File: src/thsd_pkg.sv
`timescale 1ns / 1ps

package thsd_pkg;

   localparam int TEMP_W     = 13;
   localparam int SETPOINT_W = 12;
   localparam int REG_PER_W  = 16;
   localparam int CSR_DATA_W = 16;
   localparam int CSR_IDX_W  = 3;
   localparam int DIFF_W     = 14;

   typedef enum logic [2:0] {
      MODE_STOP  = 3'd0,
      MODE_HEAT  = 3'd1,
      MODE_VLOW  = 3'd2,
      MODE_VMED  = 3'd3,
      MODE_VHIGH = 3'd4
   } mode_type;

   typedef enum logic {
      REQ_SAMPLE = 1'b0,
      REQ_TICK   = 1'b1
   } req_kind_type;

   typedef enum logic [CSR_IDX_W-1:0] {
      CSR_SETPOINT   = 3'd0,
      CSR_SLOW_PER   = 3'd1,
      CSR_MEDIUM_PER = 3'd2,
      CSR_FAST_PER   = 3'd3,
      CSR_LAMP_INV   = 3'd4
   } csr_idx_type;

   localparam logic signed [SETPOINT_W-1:0] SETPOINT_RST   = 12'sd250;
   localparam logic [REG_PER_W-1:0]         SLOW_PER_RST   = 16'd10000;
   localparam logic [REG_PER_W-1:0]         MEDIUM_PER_RST = 16'd3333;
   localparam logic [REG_PER_W-1:0]         FAST_PER_RST   = 16'd1667;

   localparam logic signed [DIFF_W-1:0] BAND_HEAT = -14'sd10;
   localparam logic signed [DIFF_W-1:0] BAND_STOP = 14'sd10;
   localparam logic signed [DIFF_W-1:0] BAND_VLOW = 14'sd30;
   localparam logic signed [DIFF_W-1:0] BAND_VMED = 14'sd50;

   typedef struct packed {
      logic signed [SETPOINT_W-1:0] setpoint;
      logic [REG_PER_W-1:0]         slow_period;
      logic [REG_PER_W-1:0]         medium_period;
      logic [REG_PER_W-1:0]         fast_period;
      logic                         relay_invert;
   } cfg_type;

   typedef struct packed {
      logic [3:0] coils;
      logic       lamp_on;
      logic       relay_level;
      logic [2:0] mode;
      logic [2:0] phase;
   } rsp_payload_type;

   function automatic logic [3:0] half_step(input logic [2:0] ph);
      logic [3:0] pat;
      case (ph)
         3'd0:    pat = 4'h8;
         3'd1:    pat = 4'hA;
         3'd2:    pat = 4'h2;
         3'd3:    pat = 4'h6;
         3'd4:    pat = 4'h4;
         3'd5:    pat = 4'h5;
         3'd6:    pat = 4'h1;
         default: pat = 4'h9;
      endcase
      return pat;
   endfunction

endpackage

File: src/thsd_if.sv
`timescale 1ns / 1ps

interface thsd_req_if;
   logic                                valid;
   logic                                ready;
   logic                                req_type;
   logic signed [thsd_pkg::TEMP_W-1:0]  temperature;

   modport source (output valid, output req_type, output temperature, input ready);
   modport sink   (input valid, input req_type, input temperature, output ready);
endinterface

interface thsd_rsp_if;
   logic       valid;
   logic       ready;
   logic [3:0] coils;
   logic       lamp_on;
   logic       relay_level;
   logic [2:0] mode;
   logic [2:0] phase;

   modport source (output valid, output coils, output lamp_on, output relay_level,
                   output mode, output phase, input ready);
   modport sink   (input valid, input coils, input lamp_on, input relay_level,
                   input mode, input phase, output ready);
endinterface

File: src/thsd_csr.sv
`timescale 1ns / 1ps

module thsd_csr (
   input  logic                             clock,
   input  logic                             reset,
   input  logic                             csr_wr_en,
   input  logic [thsd_pkg::CSR_IDX_W-1:0]   csr_index,
   input  logic [thsd_pkg::CSR_DATA_W-1:0]  csr_wdata,
   output thsd_pkg::cfg_type                cfg
);
   import thsd_pkg::*;

   cfg_type cfg_ff;
   cfg_type cfg_in;

   always_comb begin
      cfg_in = cfg_ff;
      if (csr_wr_en) begin
         case (csr_index)
            CSR_SETPOINT:   cfg_in.setpoint      = signed'(csr_wdata[SETPOINT_W-1:0]);
            CSR_SLOW_PER:   cfg_in.slow_period   = csr_wdata[REG_PER_W-1:0];
            CSR_MEDIUM_PER: cfg_in.medium_period = csr_wdata[REG_PER_W-1:0];
            CSR_FAST_PER:   cfg_in.fast_period   = csr_wdata[REG_PER_W-1:0];
            CSR_LAMP_INV:   cfg_in.relay_invert  = csr_wdata[0];
            default:        cfg_in = cfg_ff;
         endcase
      end
   end

   always_ff @(posedge clock) begin
      if (reset) begin
         cfg_ff.setpoint      <= SETPOINT_RST;
         cfg_ff.slow_period   <= SLOW_PER_RST;
         cfg_ff.medium_period <= MEDIUM_PER_RST;
         cfg_ff.fast_period   <= FAST_PER_RST;
         cfg_ff.relay_invert  <= 1'b0;
      end else begin
         cfg_ff <= cfg_in;
      end
   end

   assign cfg = cfg_ff;

endmodule

File: src/thsd_core.sv
`timescale 1ns / 1ps

module thsd_core #(
   parameter int PERIOD_WIDTH = 16
) (
   input  logic                                clock,
   input  logic                                reset,
   input  thsd_pkg::cfg_type                   cfg,
   input  logic                                step,
   input  logic                                req_type,
   input  logic signed [thsd_pkg::TEMP_W-1:0]  temperature,
   output thsd_pkg::rsp_payload_type           result
);
   import thsd_pkg::*;

   localparam int CMP_W = ((PERIOD_WIDTH > REG_PER_W) ? PERIOD_WIDTH : REG_PER_W) + 1;
   localparam logic [CMP_W-1:0] CAP = CMP_W'(1) << PERIOD_WIDTH;

   mode_type                  mode_ff, mode_in, sample_mode;
   logic [2:0]                phase_ff, phase_in;
   logic [PERIOD_WIDTH-1:0]   count_ff, count_in;
   logic signed [DIFF_W-1:0]  diff;
   logic [REG_PER_W-1:0]      per_sel;
   logic [CMP_W-1:0]          per_eff;
   logic [CMP_W-1:0]          count_next;
   logic                      wrap;
   logic                      lamp;

   always_comb begin
      diff = DIFF_W'(temperature) - DIFF_W'(cfg.setpoint);
      if (diff < BAND_HEAT) begin
         sample_mode = MODE_HEAT;
      end else if (diff <= BAND_STOP) begin
         sample_mode = MODE_STOP;
      end else if (diff < BAND_VLOW) begin
         sample_mode = MODE_VLOW;
      end else if (diff <= BAND_VMED) begin
         sample_mode = MODE_VMED;
      end else begin
         sample_mode = MODE_VHIGH;
      end
   end

   always_comb begin
      case (mode_ff)
         MODE_VMED:  per_sel = cfg.medium_period;
         MODE_VHIGH: per_sel = cfg.fast_period;
         default:    per_sel = cfg.slow_period;
      endcase
      per_eff = CMP_W'(per_sel);
      if (per_sel == '0) begin
         per_eff = CMP_W'(1);
      end
      if (per_eff > CAP) begin
         per_eff = CAP;
      end
      count_next = CMP_W'(count_ff) + CMP_W'(1);
      wrap       = (count_next >= per_eff);
   end

   always_comb begin
      mode_in  = mode_ff;
      phase_in = phase_ff;
      count_in = count_ff;
      if (req_type == REQ_SAMPLE) begin
         if (sample_mode != mode_ff) begin
            mode_in  = sample_mode;
            count_in = '0;
         end
      end else if (mode_ff != MODE_STOP) begin
         if (wrap) begin
            count_in = '0;
            phase_in = (mode_ff == MODE_HEAT) ? phase_ff + 3'd1 : phase_ff - 3'd1;
         end else begin
            count_in = count_next[PERIOD_WIDTH-1:0];
         end
      end
   end

   always_ff @(posedge clock) begin
      if (reset) begin
         mode_ff  <= MODE_STOP;
         phase_ff <= 3'd0;
         count_ff <= '0;
      end else if (step) begin
         mode_ff  <= mode_in;
         phase_ff <= phase_in;
         count_ff <= count_in;
      end
   end

   always_comb begin
      lamp               = (mode_in == MODE_HEAT);
      result.coils       = (mode_in == MODE_STOP) ? 4'h0 : half_step(phase_in);
      result.lamp_on     = lamp;
      result.relay_level = lamp ^ cfg.relay_invert;
      result.mode        = mode_in;
      result.phase       = phase_in;
   end

endmodule

File: src/thsd_outbuf.sv
`timescale 1ns / 1ps

module thsd_outbuf (
   input  logic                        clock,
   input  logic                        reset,
   input  logic                        push,
   input  thsd_pkg::rsp_payload_type   push_data,
   output logic                        can_push,
   thsd_rsp_if.source                  rsp
);
   import thsd_pkg::*;

   logic             out_valid_ff, out_valid_in;
   logic             skid_valid_ff, skid_valid_in;
   rsp_payload_type  out_data_ff, out_data_in;
   rsp_payload_type  skid_data_ff, skid_data_in;
   logic             drain;

   // skid entry only fills when the output register is held
   always_comb begin
      drain         = !out_valid_ff || rsp.ready;
      out_valid_in  = out_valid_ff;
      out_data_in   = out_data_ff;
      skid_valid_in = skid_valid_ff;
      skid_data_in  = skid_data_ff;
      if (drain) begin
         out_valid_in  = skid_valid_ff || push;
         out_data_in   = skid_valid_ff ? skid_data_ff : push_data;
         skid_valid_in = 1'b0;
      end else if (push) begin
         skid_valid_in = 1'b1;
         skid_data_in  = push_data;
      end
   end

   always_ff @(posedge clock) begin
      if (reset) begin
         out_valid_ff  <= 1'b0;
         skid_valid_ff <= 1'b0;
      end else begin
         out_valid_ff  <= out_valid_in;
         skid_valid_ff <= skid_valid_in;
      end
   end

   always_ff @(posedge clock) begin
      out_data_ff  <= out_data_in;
      skid_data_ff <= skid_data_in;
   end

   assign can_push        = !skid_valid_ff;
   assign rsp.valid       = out_valid_ff;
   assign rsp.coils       = out_data_ff.coils;
   assign rsp.lamp_on     = out_data_ff.lamp_on;
   assign rsp.relay_level = out_data_ff.relay_level;
   assign rsp.mode        = out_data_ff.mode;
   assign rsp.phase       = out_data_ff.phase;

endmodule

File: src/thermostat_stepper_drive_top.sv
`timescale 1ns / 1ps
// Thermostat stepper drive.
// req_ch takes items: a temperature sample (req_type 0) picks one of five
// modes from the setpoint bands; a tick (req_type 1) outside stop mode
// advances the counter and moves the half-step phase once per mode period.
// rsp_ch gives one item per request: coils, lamp, relay level, mode, phase.
// csr_* writes setpoint, the three periods and the relay inversion, one
// register per cycle; the user must write only while no item is in flight.
// A result is offered the cycle after its request is taken when the
// output register is free; behind a stalled result it waits in the skid.
// Throughput: one item per cycle while req_ch is ready; state update,
// band and period compares all sit between the state and output registers.
// A two-entry output stage (output register plus skid entry) keeps req_ch
// ready while one result waits; ready drops only once both are full.
// Reset: mode stop, phase 0, counter 0, registers to their defaults,
// output stage empty.
module thermostat_stepper_drive_top #(
   parameter int PERIOD_WIDTH = 16
) (
   input  logic                             clock,
   input  logic                             reset,
   thsd_req_if.sink                         req_ch,
   thsd_rsp_if.source                       rsp_ch,
   input  logic                             csr_wr_en,
   input  logic [thsd_pkg::CSR_IDX_W-1:0]   csr_index,
   input  logic [thsd_pkg::CSR_DATA_W-1:0]  csr_wdata
);
   import thsd_pkg::*;

   cfg_type          cfg;
   rsp_payload_type  result;
   logic             can_push;
   logic             step;

   assign req_ch.ready = can_push;
   assign step         = req_ch.valid && can_push;

   thsd_csr u_csr (
      .clock     (clock),
      .reset     (reset),
      .csr_wr_en (csr_wr_en),
      .csr_index (csr_index),
      .csr_wdata (csr_wdata),
      .cfg       (cfg)
   );

   thsd_core #(
      .PERIOD_WIDTH (PERIOD_WIDTH)
   ) u_core (
      .clock       (clock),
      .reset       (reset),
      .cfg         (cfg),
      .step        (step),
      .req_type    (req_ch.req_type),
      .temperature (req_ch.temperature),
      .result      (result)
   );

   thsd_outbuf u_outbuf (
      .clock     (clock),
      .reset     (reset),
      .push      (step),
      .push_data (result),
      .can_push  (can_push),
      .rsp       (rsp_ch)
   );

endmodule

File: src/flat_wrapper.sv
// flat-port wrapper written by rule: the top's interface ports become plain ports
module thermostat_stepper_drive_top_flat import thsd_pkg::*;
#(
   parameter int PERIOD_WIDTH = 16
)
  (clock, reset, csr_wr_en, csr_index, csr_wdata, req_ch_valid, req_ch_req_type, req_ch_temperature, req_ch_ready, rsp_ch_valid, rsp_ch_coils, rsp_ch_lamp_on, rsp_ch_relay_level, rsp_ch_mode, rsp_ch_phase, rsp_ch_ready);
  thsd_req_if req_ch_i ();
  thsd_rsp_if rsp_ch_i ();
  input  logic clock;
  input  logic reset;
  input  logic csr_wr_en;
  input  logic [thsd_pkg::CSR_IDX_W-1:0] csr_index;
  input  logic [thsd_pkg::CSR_DATA_W-1:0] csr_wdata;
  input wire logic [$bits(req_ch_i.valid)-1:0] req_ch_valid;
  input wire logic [$bits(req_ch_i.req_type)-1:0] req_ch_req_type;
  input wire logic [$bits(req_ch_i.temperature)-1:0] req_ch_temperature;
  output wire logic [$bits(req_ch_i.ready)-1:0] req_ch_ready;
  output wire logic [$bits(rsp_ch_i.valid)-1:0] rsp_ch_valid;
  output wire logic [$bits(rsp_ch_i.coils)-1:0] rsp_ch_coils;
  output wire logic [$bits(rsp_ch_i.lamp_on)-1:0] rsp_ch_lamp_on;
  output wire logic [$bits(rsp_ch_i.relay_level)-1:0] rsp_ch_relay_level;
  output wire logic [$bits(rsp_ch_i.mode)-1:0] rsp_ch_mode;
  output wire logic [$bits(rsp_ch_i.phase)-1:0] rsp_ch_phase;
  input wire logic [$bits(rsp_ch_i.ready)-1:0] rsp_ch_ready;
  assign req_ch_i.valid = req_ch_valid;
  assign req_ch_i.req_type = req_ch_req_type;
  assign req_ch_i.temperature = req_ch_temperature;
  assign req_ch_ready = req_ch_i.ready;
  assign rsp_ch_valid = rsp_ch_i.valid;
  assign rsp_ch_coils = rsp_ch_i.coils;
  assign rsp_ch_lamp_on = rsp_ch_i.lamp_on;
  assign rsp_ch_relay_level = rsp_ch_i.relay_level;
  assign rsp_ch_mode = rsp_ch_i.mode;
  assign rsp_ch_phase = rsp_ch_i.phase;
  assign rsp_ch_i.ready = rsp_ch_ready;
  thermostat_stepper_drive_top #(.PERIOD_WIDTH(PERIOD_WIDTH)) u_core (.clock(clock), .reset(reset), .req_ch(req_ch_i), .rsp_ch(rsp_ch_i), .csr_wr_en(csr_wr_en), .csr_index(csr_index), .csr_wdata(csr_wdata));
endmodule
File: config.mk
export PLATFORM = sky130hd
export DESIGN_NAME = thermostat_stepper_drive_top_flat
export DESIGN_NICKNAME = d
export VERILOG_FILES = /design/src/thsd_pkg.sv /design/src/thsd_if.sv /design/src/thsd_csr.sv /design/src/thsd_core.sv /design/src/thsd_outbuf.sv /design/src/thermostat_stepper_drive_top.sv /design/src/flat_wrapper.sv
export SDC_FILE = /design/constraint.sdc
export NUM_CORES = 1
export LEC_CHECK = 0
export BUFFER_PORTS_ARGS = -buffer_cell sky130_fd_sc_hd__buf_2
export CORE_ASPECT_RATIO = 0.8
export CORE_MARGIN = 5
export CORE_UTILIZATION = 55
export CTS_CLUSTER_SIZE = 10
export DETAILED_ROUTE_END_ITERATION = 16
export PLACE_DENSITY = 0.71
export SLEW_MARGIN = 20
export SYNTH_ARGS = -nofsm -noshare
export SYNTH_HDL_FRONTEND = slang
export SYNTH_SLANG_ARGS = --single-unit
export TNS_END_PERCENT = 50
File: constraint.sdc
create_clock -name clock -period 11 [get_ports clock]
set_input_delay 3.3 -clock clock [delete_from_list [all_inputs] [get_ports clock]]
set_output_delay 3.3 -clock clock [all_outputs]
set_load 0.03 [all_outputs]
==> report_table.html, run 1 <==
<table>
<tr><th>Metric</th><th>Value</th></tr>
<tr><th colspan="2">Outcome</th></tr>
<tr><td>Outcome</td><td>completed</td></tr>
<tr><th colspan="2">Clocking</th></tr>
<tr><td>Skew-Pair Late Insertion Delay</td><td>0.35 ns</td></tr>
<tr><td>Setup repair bufs after CTS</td><td>0</td></tr>
<tr><td>Post-CTS Resized</td><td>0</td></tr>
<tr><td>Clock sink total</td><td>109</td></tr>
<tr><td>CTS tree</td><td>done</td></tr>
<tr><td>Max Root-Sink Buffers</td><td>2</td></tr>
<tr><td>Htree depth</td><td>3</td></tr>
<tr><td>Worst-path clk slew</td><td>0.08 ns</td></tr>
<tr><td>Total CTS buffers</td><td>9</td></tr>
<tr><td>Hold buffer count at cts</td><td>0</td></tr>
<tr><td>CTS root buffer</td><td>clkbuf_16</td></tr>
<tr><th colspan="2">STA</th></tr>
<tr><td>Period utilisation layout</td><td>0.597</td></tr>
<tr><td>Max Slew Vio Count</td><td>0</td></tr>
<tr><td>Worst hold-check slack</td><td>0.457 ns</td></tr>
<tr><td>Setup TNS</td><td>0 ns</td></tr>
<tr><td>Pin slew with the least headroom to its limit</td><td>1.05 ns</td></tr>
<tr><td>Shortest clock period the worst path allows after layout</td><td>6.56 ns</td></tr>
<tr><td>Setup repair after global routing missed its margin</td><td>no</td></tr>
<tr><td>Setup Skew</td><td>0.0102 ns</td></tr>
<tr><td>Number of endpoints failing setup at the final stage</td><td>0</td></tr>
<tr><td>Normalized max-slew margin</td><td>0.296</td></tr>
<tr><td>Achievable Freq</td><td>152 MHz</td></tr>
<tr><td>Hold Vio Cnt, Final</td><td>0</td></tr>
<tr><td>Final setup slack of the worst path</td><td>4.44 ns</td></tr>
<tr><th colspan="2">Synthesis</th></tr>
<tr><td>Sequential area share after synthesis</td><td>0.390</td></tr>
<tr><td>Simple-gate portion of the synthesized area</td><td>0.222</td></tr>
<tr><td>Total number of yosys warnings</td><td>0</td></tr>
<tr><td>Post-synthesis async set-or-reset flop share</td><td>0</td></tr>
<tr><td>Combinational family with the most area after synthesis</td><td>simple AND/OR/NAND/NOR gates</td></tr>
<tr><td>Number of synthesized flops with an enable pin</td><td>24</td></tr>
<tr><td>Post-Synth Adder-Cell Area</td><td>0.0670</td></tr>
<tr><td>Instance count of the mapped netlist</td><td>732</td></tr>
<tr><td>Post-synthesis compound-gate area fraction</td><td>0.222</td></tr>
<tr><td>Most used flip-flop cell after synthesis</td><td>dfxtp_1</td></tr>
<tr><td>Xor and xnor fraction of the mapped netlist area</td><td>0.0395</td></tr>
<tr><td>Distinct cell type count after synthesis</td><td>70</td></tr>
<tr><td>Mux cell area share after synthesis</td><td>0.0212</td></tr>
<tr><td>Post-synthesis instance area</td><td>6200 sq um</td></tr>
<tr><td>Synthesis-stage register bit count</td><td>109</td></tr>
<tr><td>Post-synthesis area per instance</td><td>8.47 sq um</td></tr>
<tr><td>Net count of the mapped netlist</td><td>802</td></tr>
<tr><th colspan="2">Layout</th></tr>
<tr><td>Final core utilization</td><td>0.620</td></tr>
<tr><td>Share of layout cells above drive strength 1</td><td>0.149</td></tr>
<tr><td>Final Net Count</td><td>830</td></tr>
<tr><td>Cell area after layout</td><td>6800 sq um</td></tr>
<tr><td>Layout fillers</td><td>996</td></tr>
<tr><td>Cell Count, Final, Fillers Out</td><td>909</td></tr>
<tr><td>Growth of design area from synthesis to finish</td><td>9.62%</td></tr>
<tr><td>Number of antenna cells inserted</td><td>0</td></tr>
<tr><th colspan="2">Pwr</th></tr>
<tr><td>Leakage power summed over all cells</td><td>2.88 nW</td></tr>
<tr><td>Design Power</td><td>0.889 mW</td></tr>
<tr><td>Total power density per cell area</td><td>131 nW/um^2</td></tr>
<tr><td>Max IR drop VDD</td><td>0.0866 mV</td></tr>
<tr><th colspan="2">GRT</th></tr>
<tr><td>Final global-route overflow total</td><td>0</td></tr>
<tr><td>GRT Util Overall</td><td>0.225</td></tr>
<tr><td>Global-route wire length before repair</td><td>25200 um</td></tr>
<tr><td>Number of global-route vias before repair</td><td>5157</td></tr>
<tr><td>Number of antenna violations at the first check in global routing</td><td>0</td></tr>
<tr><td>Pin count of the biggest net entering global routing</td><td>62</td></tr>
<tr><th colspan="2">Placement</th></tr>
<tr><td>Gp weighted congestion</td><td>0.889</td></tr>
<tr><td>Worst Setup Slack post-DPL</td><td>4.09 ns</td></tr>
<tr><td>Count of input and output buffers</td><td>51</td></tr>
<tr><td>Total cell area at the placement stage</td><td>6510 sq um</td></tr>
<tr><td>Inst Count DP</td><td>893</td></tr>
<tr><td>HPWL after DPL</td><td>10800 um</td></tr>
<tr><th colspan="2">Setup path</th></tr>
<tr><td>FF-to-FF End</td><td>u_core.u_outbuf.rsp.coils[0]</td></tr>
<tr><td>Critical path fanouts, max</td><td>16</td></tr>
<tr><td>FF-to-FF path depth</td><td>18</td></tr>
<tr><td>Critical Path Slowest Stage Cell</td><td>nor2_4</td></tr>
<tr><td>CP Class</td><td>in -&gt; reg</td></tr>
<tr><td>Startpoint of the worst-slack reg-to-reg timing path</td><td>u_core.u_core.mode_ff[0]</td></tr>
<tr><td>Delay contributed by the slowest stage of the critical path</td><td>0.43 ns</td></tr>
<tr><td>Critical path arrival</td><td>6.80 ns</td></tr>
<tr><td>Worst EP required</td><td>11.24 ns</td></tr>
<tr><td>Register-to-register setup slack</td><td>6.00 ns</td></tr>
<tr><td>CP Capture Type</td><td>flip-flop</td></tr>
<tr><td>Critical path buffer and inverter count</td><td>2</td></tr>
<tr><td>Startpoint type of the worst setup path</td><td>input port</td></tr>
<tr><td>Family with the most delay on the worst path</td><td>simple AND/OR/NAND/NOR gates</td></tr>
<tr><td>Crit-path cells</td><td>buf_2 -&gt; inv_1 -&gt; ha_1 -&gt; fa_1 -&gt; and2b_2 -&gt; o2111ai_1 -&gt; and3_1 -&gt; nor3b_1 -&gt; o2111ai_2 -&gt; nor4_4 -&gt; a22o_2 -&gt; or2_1 -&gt; a21oi_4 -&gt; nor2_4 -&gt; mux2_2</td></tr>
<tr><th colspan="2">Die</th></tr>
<tr><td>Die height</td><td>105 um</td></tr>
<tr><td>Initial Util</td><td>0.565</td></tr>
<tr><td>Area of the die</td><td>13500 sq um</td></tr>
<tr><td>Die W</td><td>129 um</td></tr>
<tr><td>Core footprint</td><td>11000 sq um</td></tr>
<tr><td>Number of cell rows</td><td>34</td></tr>
<tr><td>Total I/O pin count</td><td>52</td></tr>
<tr><th colspan="2">Drt</th></tr>
<tr><td>Antenna violation net count after detailed routing</td><td>0</td></tr>
<tr><td>Wire length per cell after detailed routing</td><td>16.6 um</td></tr>
<tr><td>Pre-antenna DRT Iters</td><td>5</td></tr>
<tr><td>Vias per std cell</td><td>5.94</td></tr>
<tr><td>Wirelength, routed</td><td>15100 um</td></tr>
<tr><td>Residual DRC count</td><td>0</td></tr>
<tr><td>Via Count</td><td>5397</td></tr>
<tr><td>DRT iter0 DRCs</td><td>453</td></tr>
<tr><th colspan="2">Min path</th></tr>
<tr><td>Worst Hold Path EP</td><td>u_core.u_csr.cfg[23]</td></tr>
<tr><td>Path type of the worst min-delay path</td><td>reg -&gt; reg</td></tr>
<tr><td>Launch point of the worst hold path</td><td>u_core.u_csr.cfg[23]</td></tr>
<tr><td>Worst Hold Depth</td><td>2</td></tr>
<tr><th colspan="2">Job</th></tr>
<tr><td>Max-cap viol count</td><td>0</td></tr>
</table>
==> cell type report <==
cell class                      count  area [sq um]  share of cell area
Clock buffer                       10           229              0.0337
Tap cell                          144           180              0.0265
Clock inverter                      6          55.1             0.00810
Sequential cell                   109          2420               0.356
Inverter                           20          75.1              0.0110
Multi-Input combinational cell    566          3560               0.524
Timing Repair Buffer               54           278              0.0408
==> flip-flops by register name, summed over array words and instances (netlist names), 3 cells and up <==
| name | count |
|---|---|
| u_core.u_outbuf.rsp.mode | 3 |
| u_core.u_core.phase_ff | 3 |
| u_core.u_core.mode_ff | 3 |
| u_core.u_outbuf.rsp.coils | 4 |
| u_core.u_outbuf.skid_data_ff | 12 |
| u_core.u_outbuf.rsp.phase | 3 |
| u_core.u_core.count_ff | 16 |
| u_core.u_csr.cfg | 61 |
==> where the power goes <==
group | switching, mW | internal, mW | total (mW)
clock | 0.158 | 0.159 | 0.317
combinational | 0.0917 | 0.0508 | 0.143
sequential | 0.00723 | 0.423 | 0.430
total | 0.257 | 0.632 | 0.889
==> worst max-delay path by stage <==
| stage | depth (start not counted) | slack (ns) | to | startpoint |
|---|---|---|---|---|
| CTS | 15 | 4.43 | u_core.u_outbuf.rsp.coils[0] | req_ch_temperature[0] |
| floorplan | 15 | 4.63 | u_core.u_core.count_ff[10] | req_ch_temperature[0] |
| detailed placement | 15 | 4.09 | u_core.u_core.count_ff[11] | req_ch_temperature[0] |
| finish | 15 | 4.44 | u_core.u_core.count_ff[11] | req_ch_temperature[0] |
| global placement | 15 | 4.22 | u_core.u_core.count_ff[11] | req_ch_temperature[0] |
| global route | 15 | 4.19 | u_core.u_core.count_ff[11] | req_ch_temperature[0] |
==> layout by cell type, fill, tap and decap left out, types with 6 or more instances in the layout <==
cell       count
and3_1        11
dfxtp_1       85
nand2b_1       7
mux2_2         9
a21oi_1       66
buf_2         51
xor2_1        19
inv_1         18
a21o_1         9
o31ai_1        6
ha_1          30
nand3_1       30
xnor2_1        9
nor3_1        11
a22o_1        17
nor2_1        50
nand2_1      149
clkbuf_16      9
nor2b_1        8
o21ai_0       25
edfxtp_1      24
nand4_1        6
a311oi_2       8
==> worst register-to-register path: cells and delay by family (launching register included) <==
kind / cells / cell delay, ns
and+or+nand+nor: 10 / 1.84
AOI/OAI and AO/OA: 5 / 1.53
xor gates and xnor gates: 1 / 0.53
DFF: 1 / 0.52
buffers and inverters: 1 / 0.25
adders and majority gates: 1 / 0.15
==> kinds of logic after synthesis <==
family | count (synthesis)
adder cells (fa/ha/maj) | 32
AO/OA/AOI/OAI | 191
AND/OR/NAND/NOR | 303
flip-flops | 109
buffers and inverters | 57
XOR/XNOR | 28
multiplexers | 12
==> synth_stat cells, types with 4 or more instances <==
cell type | number | share of area
a21o_1 | 9 | 0.011
a21oi_1 | 66 | 0.053
a22o_1 | 17 | 0.024
a311oi_2 | 8 | 0.019
a31oi_1 | 5 | 0.0050
a41o_1 | 5 | 0.0081
a41oi_1 | 4 | 0.0056
and3_1 | 11 | 0.011
clkbuf_1 | 32 | 0.019
dfxtp_1 | 85 | 0.27
edfxtp_1 | 24 | 0.12
ha_1 | 30 | 0.061
inv_1 | 18 | 0.011
mux2_2 | 9 | 0.016
nand2_1 | 149 | 0.090
nand2b_1 | 7 | 0.0071
nand3_1 | 30 | 0.024
nand4_1 | 6 | 0.0061
nor2_1 | 53 | 0.032
nor2b_1 | 8 | 0.0081
nor3_1 | 12 | 0.0097
o2111ai_1 | 4 | 0.0056
o211a_1 | 5 | 0.0081
o21a_1 | 5 | 0.0061
o21ai_0 | 25 | 0.020
o31ai_1 | 6 | 0.0073
xnor2_1 | 9 | 0.013
xor2_1 | 19 | 0.027
==> metal layers <==
| metal | track usage | up-vias | part of all wire |
|---|---|---|---|
| li1 | - | 2677 | - |
| met1 | 0.310 | 2546 | 0.46 |
| met2 | 0.366 | 156 | 0.47 |
| met3 | 0.0342 | 18 | 0.053 |
| met4 | 0.0667 | 0 | 0.013 |
| met5 | 0 | - | 0 |
No activity file was read; power rests on OpenSTA's default activity.
==> run 2, diff against run 1 <==
Settings changed: ABC_AREA set to 1.
Clock period 11 ns to 6.6 ns, I/O delays scaled along.
==> run 2 against run 1 <==
- register-to-register slack got worse by 4.0 ns
- first-iteration DRC count fell by 11%
- via count rose by 10%
- clock power rose by 75%
- die area rose by 4.1%
- clock-buffer cell count rose by 1
- non-clock buffer count rose by 2
==> report_table.html, run 2 <==
<table>
<tr><th>Metric</th><th>Value</th></tr>
<tr><th colspan="2">Synthesis</th></tr>
<tr><td>Most used flip-flop cell after synthesis</td><td>dfxtp_1</td></tr>
<tr><td>Sequential area share after synthesis</td><td>0.374 (-0.0169)</td></tr>
<tr><td>Synth top area cells</td><td>dfxtp_1 (26%), nand2_1 (12%), edfxtp_1 (11%)</td></tr>
<tr><td>Post-synthesis area per instance</td><td>6.89 sq um (-19%)</td></tr>
<tr><td>Top post-synthesis cells by count</td><td>nand2_1 (213), inv_1 (137), nor2_1 (117), dfxtp_1 (85), nand3_1 (67)</td></tr>
<tr><td>Largest area contributor in the synthesized netlist</td><td>dfxtp_1</td></tr>
<tr><td>Post-synthesis async set-or-reset flop share</td><td>0 (unchanged)</td></tr>
<tr><td>Leading cell type by number of instances after synthesis</td><td>nand2_1</td></tr>
<tr><td>Synthesis-stage register bit count</td><td>109 (unchanged)</td></tr>
<tr><td>Number of synthesized flops with an enable pin</td><td>24 (unchanged)</td></tr>
<tr><td>Distinct cell type count after synthesis</td><td>41 (-41%)</td></tr>
<tr><td>Proportion of netlist area held by the largest area contributor</td><td>0.262 (-0.0119)</td></tr>
<tr><td>Total number of yosys warnings</td><td>0 (unchanged)</td></tr>
<tr><td>Net count of the mapped netlist</td><td>1011 (+26%)</td></tr>
<tr><td>Instance count of the mapped netlist</td><td>941 (+29%)</td></tr>
<tr><td>Post-synthesis instance area</td><td>6480 sq um (+4.5%)</td></tr>
<tr><th colspan="2">Drt</th></tr>
<tr><td>Residual DRC count</td><td>0 (unchanged)</td></tr>
<tr><td>DRT iter0 DRCs</td><td>405 (-11%)</td></tr>
<tr><td>Pre-antenna DRT Iters</td><td>5 (unchanged)</td></tr>
<tr><td>Wire length per cell after detailed routing</td><td>13.5 um (-19%)</td></tr>
<tr><td>Vias per std cell</td><td>5.27 (-11%)</td></tr>
<tr><td>Via Count</td><td>5948 (+10%)</td></tr>
<tr><td>Wirelength, routed</td><td>15200 um (+0.86%)</td></tr>
<tr><td>Antenna violation net count after detailed routing</td><td>0 (unchanged)</td></tr>
<tr><th colspan="2">Placement</th></tr>
<tr><td>Gp weighted congestion</td><td>0.920 (+3.4%)</td></tr>
<tr><td>Count of input and output buffers</td><td>51 (unchanged)</td></tr>
<tr><td>Inst Count DP</td><td>1113 (+25%)</td></tr>
<tr><td>HPWL after DPL</td><td>11100 um (+2.6%)</td></tr>
<tr><th colspan="2">Setup path</th></tr>
<tr><td>Setup crit start</td><td>req_ch_temperature[0]</td></tr>
<tr><td>Crit-path cells</td><td>buf_2 -&gt; inv_1 -&gt; ha_1 -&gt; fa_1 -&gt; inv_1 -&gt; nand3_1 -&gt; nand2_2 -&gt; nand2_1 -&gt; nand2_1 -&gt; nand2_1 -&gt; nand3_1 -&gt; nand2_1 -&gt; nor2_2 -&gt; nand3_1 -&gt; nand3_2 -&gt; nand2_1 -&gt; nand2_1 -&gt; nand2_1 -&gt; nand2_1 -&gt; nand4_2 -&gt; nand3_2 -&gt; nand2_1 -&gt; nand2_1 -&gt; nor2_1</td></tr>
<tr><td>Register-to-register setup slack</td><td>2.04 ns (-3.96 ns)</td></tr>
<tr><td>CP Capture Type</td><td>flip-flop</td></tr>
<tr><td>Critical Path Slowest Stage Cell</td><td>nand3_2</td></tr>
<tr><td>Delay contributed by the slowest stage of the critical path</td><td>0.44 ns (about the same)</td></tr>
<tr><td>Critical path buffer and inverter count</td><td>3 (+1)</td></tr>
<tr><td>Critical path fanouts, max</td><td>21 (+5)</td></tr>
<tr><td>Startpoint type of the worst setup path</td><td>input port</td></tr>
<tr><td>Worst EP required</td><td>6.84 ns (-4.40 ns)</td></tr>
<tr><td>Family with the most delay on the worst path</td><td>simple AND/OR/NAND/NOR gates</td></tr>
<tr><td>CP Class</td><td>in -&gt; reg</td></tr>
<tr><td>Critical path arrival</td><td>5.09 ns (-1.71 ns)</td></tr>
<tr><td>Startpoint of the worst-slack reg-to-reg timing path</td><td>u_core.u_core.mode_ff[0]</td></tr>
<tr><td>Most prevalent standard cell on the critical path</td><td>nand2_1</td></tr>
<tr><th colspan="2">Die</th></tr>
<tr><td>Core footprint</td><td>11500 sq um (+4.9%)</td></tr>
<tr><td>Die height</td><td>107 um (+2.0%)</td></tr>
<tr><td>Total I/O pin count</td><td>52 (unchanged)</td></tr>
<tr><td>Initial Util</td><td>0.563 (-0.00225)</td></tr>
<tr><td>Area of the die</td><td>14100 sq um (+4.1%)</td></tr>
<tr><td>Number of cell rows</td><td>35 (+2.9%)</td></tr>
<tr><td>Die W</td><td>131 um (+2.1%)</td></tr>
<tr><th colspan="2">Layout</th></tr>
<tr><td>Layout fillers</td><td>1101 (+11%)</td></tr>
<tr><td>Number of antenna cells inserted</td><td>0 (unchanged)</td></tr>
<tr><td>Leading cell types in the layout, fill and taps excluded</td><td>nand2_1 (213), inv_1 (136), nor2_1 (117), dfxtp_1 (85), nand3_1 (67)</td></tr>
<tr><td>Final core utilization</td><td>0.618 (-0.00188)</td></tr>
<tr><td>Cell Count, Final, Fillers Out</td><td>1129 (+24%)</td></tr>
<tr><td>Final Net Count</td><td>1046 (+26%)</td></tr>
<tr><td>Growth of design area from synthesis to finish</td><td>9.73% (about the same)</td></tr>
<tr><td>Max FFs per register</td><td>61 (unchanged)</td></tr>
<tr><td>Most common cell after layout, fill and taps aside</td><td>nand2_1</td></tr>
<tr><td>Share of layout cells above drive strength 1</td><td>0.101 (-0.0481)</td></tr>
<tr><th colspan="2">Clocking</th></tr>
<tr><td>CTS tree</td><td>done</td></tr>
<tr><td>Worst-path clk slew</td><td>0.07 ns (about the same)</td></tr>
<tr><td>Htree depth</td><td>3 (unchanged)</td></tr>
<tr><td>CTS root buffer</td><td>clkbuf_16</td></tr>
<tr><td>Hold buffer count at cts</td><td>0 (unchanged)</td></tr>
<tr><td>Clock sink total</td><td>109 (unchanged)</td></tr>
<tr><td>Skew-Pair Late Insertion Delay</td><td>0.35 ns (about the same)</td></tr>
<tr><td>Max Root-Sink Buffers</td><td>2 (unchanged)</td></tr>
<tr><td>Setup repair bufs after CTS</td><td>0 (unchanged)</td></tr>
<tr><td>Total CTS buffers</td><td>9 (unchanged)</td></tr>
<tr><td>Post-CTS Resized</td><td>0 (unchanged)</td></tr>
<tr><th colspan="2">STA</th></tr>
<tr><td>Max Slew Vio Count</td><td>0 (unchanged)</td></tr>
<tr><td>Hold Vio Cnt, Final</td><td>0 (unchanged)</td></tr>
<tr><td>Period utilisation layout</td><td>0.735</td></tr>
<tr><td>Setup Skew</td><td>0.00738 ns (-0.00286 ns)</td></tr>
<tr><td>Worst hold-check slack</td><td>0.463 ns (+0.00564 ns)</td></tr>
<tr><td>Normalized max-slew margin</td><td>0.194 (-0.102)</td></tr>
<tr><td>Achievable Freq</td><td>206 MHz</td></tr>
<tr><td>Setup repair after global routing missed its margin</td><td>no</td></tr>
<tr><td>Pin slew with the least headroom to its limit</td><td>1.21 ns (+0.152 ns)</td></tr>
<tr><td>Number of endpoints failing setup at the final stage</td><td>0 (unchanged)</td></tr>
<tr><td>Setup TNS</td><td>0 ns (unchanged)</td></tr>
<tr><td>Shortest clock period the worst path allows after layout</td><td>4.85 ns</td></tr>
<tr><th colspan="2">GRT</th></tr>
<tr><td>GRT Util Overall</td><td>0.215 (-0.0104)</td></tr>
<tr><td>Final global-route overflow total</td><td>0 (unchanged)</td></tr>
<tr><td>Number of global-route vias before repair</td><td>5216 (+1.1%)</td></tr>
<tr><td>Global-route wire length before repair</td><td>25300 um (+0.30%)</td></tr>
<tr><td>Pin count of the biggest net entering global routing</td><td>63 (+1.6%)</td></tr>
<tr><td>Number of antenna violations at the first check in global routing</td><td>0 (unchanged)</td></tr>
<tr><th colspan="2">Job</th></tr>
<tr><td>Max-cap viol count</td><td>0 (unchanged)</td></tr>
<tr><th colspan="2">Pwr</th></tr>
<tr><td>Leakage power summed over all cells</td><td>3.49 nW (+21%)</td></tr>
<tr><td>Total power density per cell area</td><td>240 nW/um^2 (+84%)</td></tr>
<tr><td>Max IR drop VDD</td><td>0.141 mV (+62%)</td></tr>
<tr><th colspan="2">Min path</th></tr>
<tr><td>Launch point of the worst hold path</td><td>u_core.u_csr.cfg[13]</td></tr>
<tr><td>Path type of the worst min-delay path</td><td>reg -&gt; reg</td></tr>
<tr><th colspan="2">Outcome</th></tr>
<tr><td>Outcome</td><td>completed</td></tr>
</table>
## run 2: cell count changes after synthesis, moves of 11 or more
cell and change:
nand2_1 +64, a21oi_1 -15, a22o_1 -15, nor2_1 +64, nand3_1 +37, and3_1 -11, nand4_1 +18, o21ai_0 +33
inv_1 +119
## run 2: cell families (layout without fill, tap and decap cells)
group / after synthesis / count (layout) / share of synthesized area
buffers and inverters: 176 / 216 / 0.106
flip-flops: 109 / 109 / 0.374
AO/OA/AOI/OAI: 145 / 145 / 0.127
adder cells (fa/ha/maj): 32 / 32 / 0.0641
AND/OR/NAND/NOR: 463 / 463 / 0.308
XOR/XNOR: 16 / 16 / 0.0216
## run 2: cell type report
class,instances,area (sq um),area share
multi-input combinational,656,3370,0.474
sequential,109,2420,0.340
inverter,144,542,0.0762
timing repair buffer,56,293,0.0412
clock buffer,11,233,0.0327
tap,148,185,0.0260
clock inverter,5,66.3,0.00932
## run 2: worst paths after layout
check | endpoint | depth (start not counted)
worst max-delay path | u_core.u_core.count_ff[2] | 24
worst min-delay path | u_core.u_csr.cfg[13] | 2
worst max register to register | u_core.u_outbuf.skid_data_ff[11] | 17
worst min register to register | u_core.u_csr.cfg[13] | 2
## run 2: report_power, final
part / total, mW / internal (mW) / switching [mW]
registers: 0.751 / 0.730 / 0.0210
clock network: 0.554 / 0.300 / 0.255
logic: 0.403 / 0.130 / 0.274
## run 2: tightest hold or removal path, stage by stage, from the launching register on
cell and delay (ns):
dfxtp_1 0.30, inv_1 0.06, a21oi_1 0.06
## run 2: layer usage
metal / vias to the layer above / track usage / share of wire / wire [um]
met4: 0 / 0.0455 / 0.010 / 155
met5: - / 0 / 0 / 0
met1: 2655 / 0.306 / 0.49 / 7520
met3: 15 / 0.0399 / 0.054 / 815
met2: 152 / 0.342 / 0.44 / 6710
li1: 3126 / - / - / -
## run 2: stage by stage
| step | power [mW] | cell area (sq um) | setup slack, ns |
|---|---|---|---|
| 6_report | 1.71 | 7110 | 1.75 |
| 3_5_place_dp | 1.16 | 6820 | 1.43 |
| 4_1_cts | 1.72 | 7110 | 1.80 |
| 3_3_place_gp | 1.16 | 6820 | 1.53 |
| 5_1_grt | 1.81 | 7110 | 1.38 |
| 2_1_floorplan | 1.07 | 6480 | 2.12 |
==> run 3, diff against run 2 <==
Clock period 6.6 ns to 4.9 ns, I/O delays scaled along.
==> run 3 against run 2 <==
- register-to-register slack lost 1.4 ns
- final area grew 0.16%
- setup slack lost 1.1 ns
- die area is the same
- sequential share of layout area shrank 0.054 points
- largest power group unchanged
==> report_table.html, run 3 (synthesis results as in run 2) <==
<table>
<tr><th>Metric</th><th>Value</th></tr>
<tr><th colspan="2">Outcome</th></tr>
<tr><td>Outcome</td><td>completed</td></tr>
<tr><th colspan="2">Die</th></tr>
<tr><td>Die height</td><td>107 um (unchanged)</td></tr>
<tr><td>Area of the die</td><td>14100 sq um (unchanged)</td></tr>
<tr><td>Core footprint</td><td>11500 sq um (unchanged)</td></tr>
<tr><td>Die W</td><td>131 um (unchanged)</td></tr>
<tr><td>Initial Util</td><td>0.563 (unchanged)</td></tr>
<tr><td>Total I/O pin count</td><td>52 (unchanged)</td></tr>
<tr><td>Number of cell rows</td><td>35 (unchanged)</td></tr>
<tr><th colspan="2">GRT</th></tr>
<tr><td>Number of global-route vias before repair</td><td>5403 (+3.6%)</td></tr>
<tr><td>Number of antenna violations at the first check in global routing</td><td>0 (unchanged)</td></tr>
<tr><td>GRT Util Overall</td><td>0.223 (+0.00814)</td></tr>
<tr><td>Pin count of the biggest net entering global routing</td><td>77 (+22%)</td></tr>
<tr><td>Final global-route overflow total</td><td>0 (unchanged)</td></tr>
<tr><td>Global-route wire length before repair</td><td>26200 um (+3.7%)</td></tr>
<tr><th colspan="2">STA</th></tr>
<tr><td>Final setup slack of the worst path</td><td>0.651 ns (-1.10 ns)</td></tr>
<tr><td>Period utilisation layout</td><td>0.867</td></tr>
<tr><td>Normalized max-slew margin</td><td>0.317 (+0.123)</td></tr>
<tr><td>Setup TNS</td><td>0 ns (unchanged)</td></tr>
<tr><td>Hold Vio Cnt, Final</td><td>0 (unchanged)</td></tr>
<tr><td>Number of endpoints failing setup at the final stage</td><td>0 (unchanged)</td></tr>
<tr><td>Setup Skew</td><td>0.0141 ns (+0.00671 ns)</td></tr>
<tr><td>Pin slew with the least headroom to its limit</td><td>1.02 ns (-0.184 ns)</td></tr>
<tr><td>Max Slew Vio Count</td><td>0 (unchanged)</td></tr>
<tr><td>Setup repair after global routing missed its margin</td><td>no</td></tr>
<tr><td>Shortest clock period the worst path allows after layout</td><td>4.25 ns</td></tr>
<tr><td>Achievable Freq</td><td>235 MHz</td></tr>
<tr><th colspan="2">Layout</th></tr>
<tr><td>Reg area</td><td>2420 sq um (unchanged)</td></tr>
<tr><td>Growth of design area from synthesis to finish</td><td>9.90%</td></tr>
<tr><td>Layout fillers</td><td>1100 (-0.091%)</td></tr>
<tr><td>Final Net Count</td><td>1047 (+0.096%)</td></tr>
<tr><td>Number of antenna cells inserted</td><td>0 (unchanged)</td></tr>
<tr><td>Max FFs per register</td><td>61 (unchanged)</td></tr>
<tr><td>Share of layout cells above drive strength 1</td><td>0.104 (+0.00295)</td></tr>
<tr><td>Multi-input gate area in the final layout</td><td>3370 sq um (unchanged)</td></tr>
<tr><td>Leading cell types in the layout, fill and taps excluded</td><td>nand2_1 (213), inv_1 (136), nor2_1 (117), dfxtp_1 (85), nand3_1 (67)</td></tr>
<tr><td>Most common cell after layout, fill and taps aside</td><td>nand2_1</td></tr>
<tr><td>Cell Count, Final, Fillers Out</td><td>1130 (+0.089%)</td></tr>
<tr><th colspan="2">Setup path</th></tr>
<tr><td>Crit-path cells</td><td>inv_1 -&gt; nor3_1 -&gt; nor2_1 -&gt; a221oi_1 -&gt; nand4_1 -&gt; o41ai_1 -&gt; ha_1 -&gt; nand4_1 -&gt; nand3_1 -&gt; nand3_1 -&gt; nand2_1 -&gt; nand2_2 -&gt; clkinv_2 -&gt; nand2_1 -&gt; nand3_1 -&gt; and2_1</td></tr>
<tr><td>CP Capture Type</td><td>flip-flop</td></tr>
<tr><td>Critical path arrival</td><td>4.36 ns (-0.73 ns)</td></tr>
<tr><td>Delay contributed by the slowest stage of the critical path</td><td>0.68 ns (+0.24 ns)</td></tr>
<tr><td>CP Class</td><td>reg -&gt; reg</td></tr>
<tr><td>Startpoint type of the worst setup path</td><td>flip-flop</td></tr>
<tr><td>Critical path buffer and inverter count</td><td>2 (-1)</td></tr>
<tr><td>Critical Path Slowest Stage Cell</td><td>a221oi_1</td></tr>
<tr><td>Family with the most delay on the worst path</td><td>simple AND/OR/NAND/NOR gates</td></tr>
<tr><td>Worst EP required</td><td>5.02 ns (-1.82 ns)</td></tr>
<tr><td>Most prevalent standard cell on the critical path</td><td>nand3_1</td></tr>
<tr><td>Critical path fanouts, max</td><td>12 (-43%)</td></tr>
<tr><th colspan="2">Clocking</th></tr>
<tr><td>Max Root-Sink Buffers</td><td>2 (unchanged)</td></tr>
<tr><td>Worst-path clk slew</td><td>0.08 ns (about the same)</td></tr>
<tr><td>Skew-Pair Late Insertion Delay</td><td>0.36 ns (about the same)</td></tr>
<tr><td>Setup repair bufs after CTS</td><td>0 (unchanged)</td></tr>
<tr><td>Post-CTS Resized</td><td>0 (unchanged)</td></tr>
<tr><td>Total CTS buffers</td><td>9 (unchanged)</td></tr>
<tr><td>CTS root buffer</td><td>clkbuf_16</td></tr>
<tr><td>Clock sink total</td><td>109 (unchanged)</td></tr>
<tr><td>CTS tree</td><td>done</td></tr>
<tr><td>Htree depth</td><td>3 (unchanged)</td></tr>
<tr><td>Hold buffer count at cts</td><td>0 (unchanged)</td></tr>
<tr><th colspan="2">Min path</th></tr>
<tr><td>Path type of the worst min-delay path</td><td>reg -&gt; reg</td></tr>
<tr><th colspan="2">Pwr</th></tr>
<tr><td>Leakage power summed over all cells</td><td>3.50 nW (+0.27%)</td></tr>
<tr><td>Max IR drop VDD</td><td>0.193 mV (+37%)</td></tr>
<tr><td>Total power density per cell area</td><td>323 nW/um^2 (+34%)</td></tr>
<tr><th colspan="2">Placement</th></tr>
<tr><td>Worst Setup Slack post-DPL</td><td>0.405 ns (-1.02 ns)</td></tr>
<tr><td>Count of input and output buffers</td><td>51 (unchanged)</td></tr>
<tr><td>Gp weighted congestion</td><td>0.938 (+2.0%)</td></tr>
<tr><td>Inst Count DP</td><td>1114 (+0.090%)</td></tr>
<tr><td>HPWL after DPL</td><td>11100 um (+0.25%)</td></tr>
<tr><th colspan="2">Drt</th></tr>
<tr><td>Highest layer used for signal routing</td><td>met4</td></tr>
<tr><td>Pre-antenna DRT Iters</td><td>5 (unchanged)</td></tr>
<tr><td>Wirelength, routed</td><td>15500 um (+1.7%)</td></tr>
<tr><td>Residual DRC count</td><td>0 (unchanged)</td></tr>
<tr><td>Wire length the detailed router placed on met1</td><td>7570 um (+0.68%)</td></tr>
<tr><td>Via Count</td><td>5976 (+0.47%)</td></tr>
<tr><td>Antenna violation net count after detailed routing</td><td>0 (unchanged)</td></tr>
<tr><td>DRT iter0 DRCs</td><td>503 (+24%)</td></tr>
<tr><td>Total met3 wirelength after detailed routing</td><td>801 um (-1.7%)</td></tr>
<tr><td>Routed wl met2</td><td>6880 um (+2.5%)</td></tr>
<tr><td>Vias per std cell</td><td>5.29 (+0.38%)</td></tr>
<tr><td>Wire length per cell after detailed routing</td><td>13.7 um (+1.6%)</td></tr>
<tr><th colspan="2">Job</th></tr>
<tr><td>Max-cap viol count</td><td>0 (unchanged)</td></tr>
</table>
run 3: layout make-up:
class	instances	area share
Tap cell	148	0.0260
Inverter	144	0.0762
Timing Repair Buffer	57	0.0421
Multi-Input combinational cell	656	0.473
Sequential cell	109	0.340
Clock buffer	10	0.0335
Clock inverter	6	0.00878
run 3: power by group:
group	total (mW)	switching [mW]	internal, mW	leakage, nW
combinational	0.549	0.372	0.177	2.41
sequential	1.01	0.0278	0.984	0.940
clock	0.739	0.366	0.373	0.148
run 3: routing by layer:
metal / vias to the layer above / global-route usage
met3: 20 / 0.0380
met2: 158 / 0.344
li1: 3135 / -
met5: - / 0
met4: 0 / 0.0602
met1: 2663 / 0.323
run 3: worst paths after layout:
check                           start                          endpoint  slack, ns  depth (start not counted)
max          u_core.u_core.mode_ff[0]  u_core.u_outbuf.skid_data_ff[11]       0.65                         16
min reg2reg       u_core.u_csr.cfg[6]               u_core.u_csr.cfg[6]       0.46                          2
min               u_core.u_csr.cfg[6]               u_core.u_csr.cfg[6]       0.46                          2
max reg2reg  u_core.u_core.mode_ff[0]  u_core.u_outbuf.skid_data_ff[11]       0.65                         16
run 3: per-stage QoR:
step                hold WS, ns  power (mW)  instance area (sq um)   util
floorplan                 0.429        1.45                   6480      -
global placement          0.442        1.57                   6820  0.592
detailed placement        0.444        1.57                   6820  0.592
CTS                       0.456        2.31                   7120  0.619
global route              0.479        2.44                   7130  0.619
finish                    0.456        2.30                   7130  0.619
run 3: worst reg2reg max path: stages, from the launching register on:
cell,delay (ns)
dfxtp_1,0.40
inv_1,0.11
nor3_1,0.31
nor2_1,0.27
a221oi_1,0.68
nand4_1,0.22
o41ai_1,0.48
ha_1,0.32
nand4_1,0.09
nand3_1,0.34
nand3_1,0.19
nand2_1,0.08
nand2_2,0.13
clkinv_2,0.11
nand2_1,0.07
nand3_1,0.09
and2_1,0.14
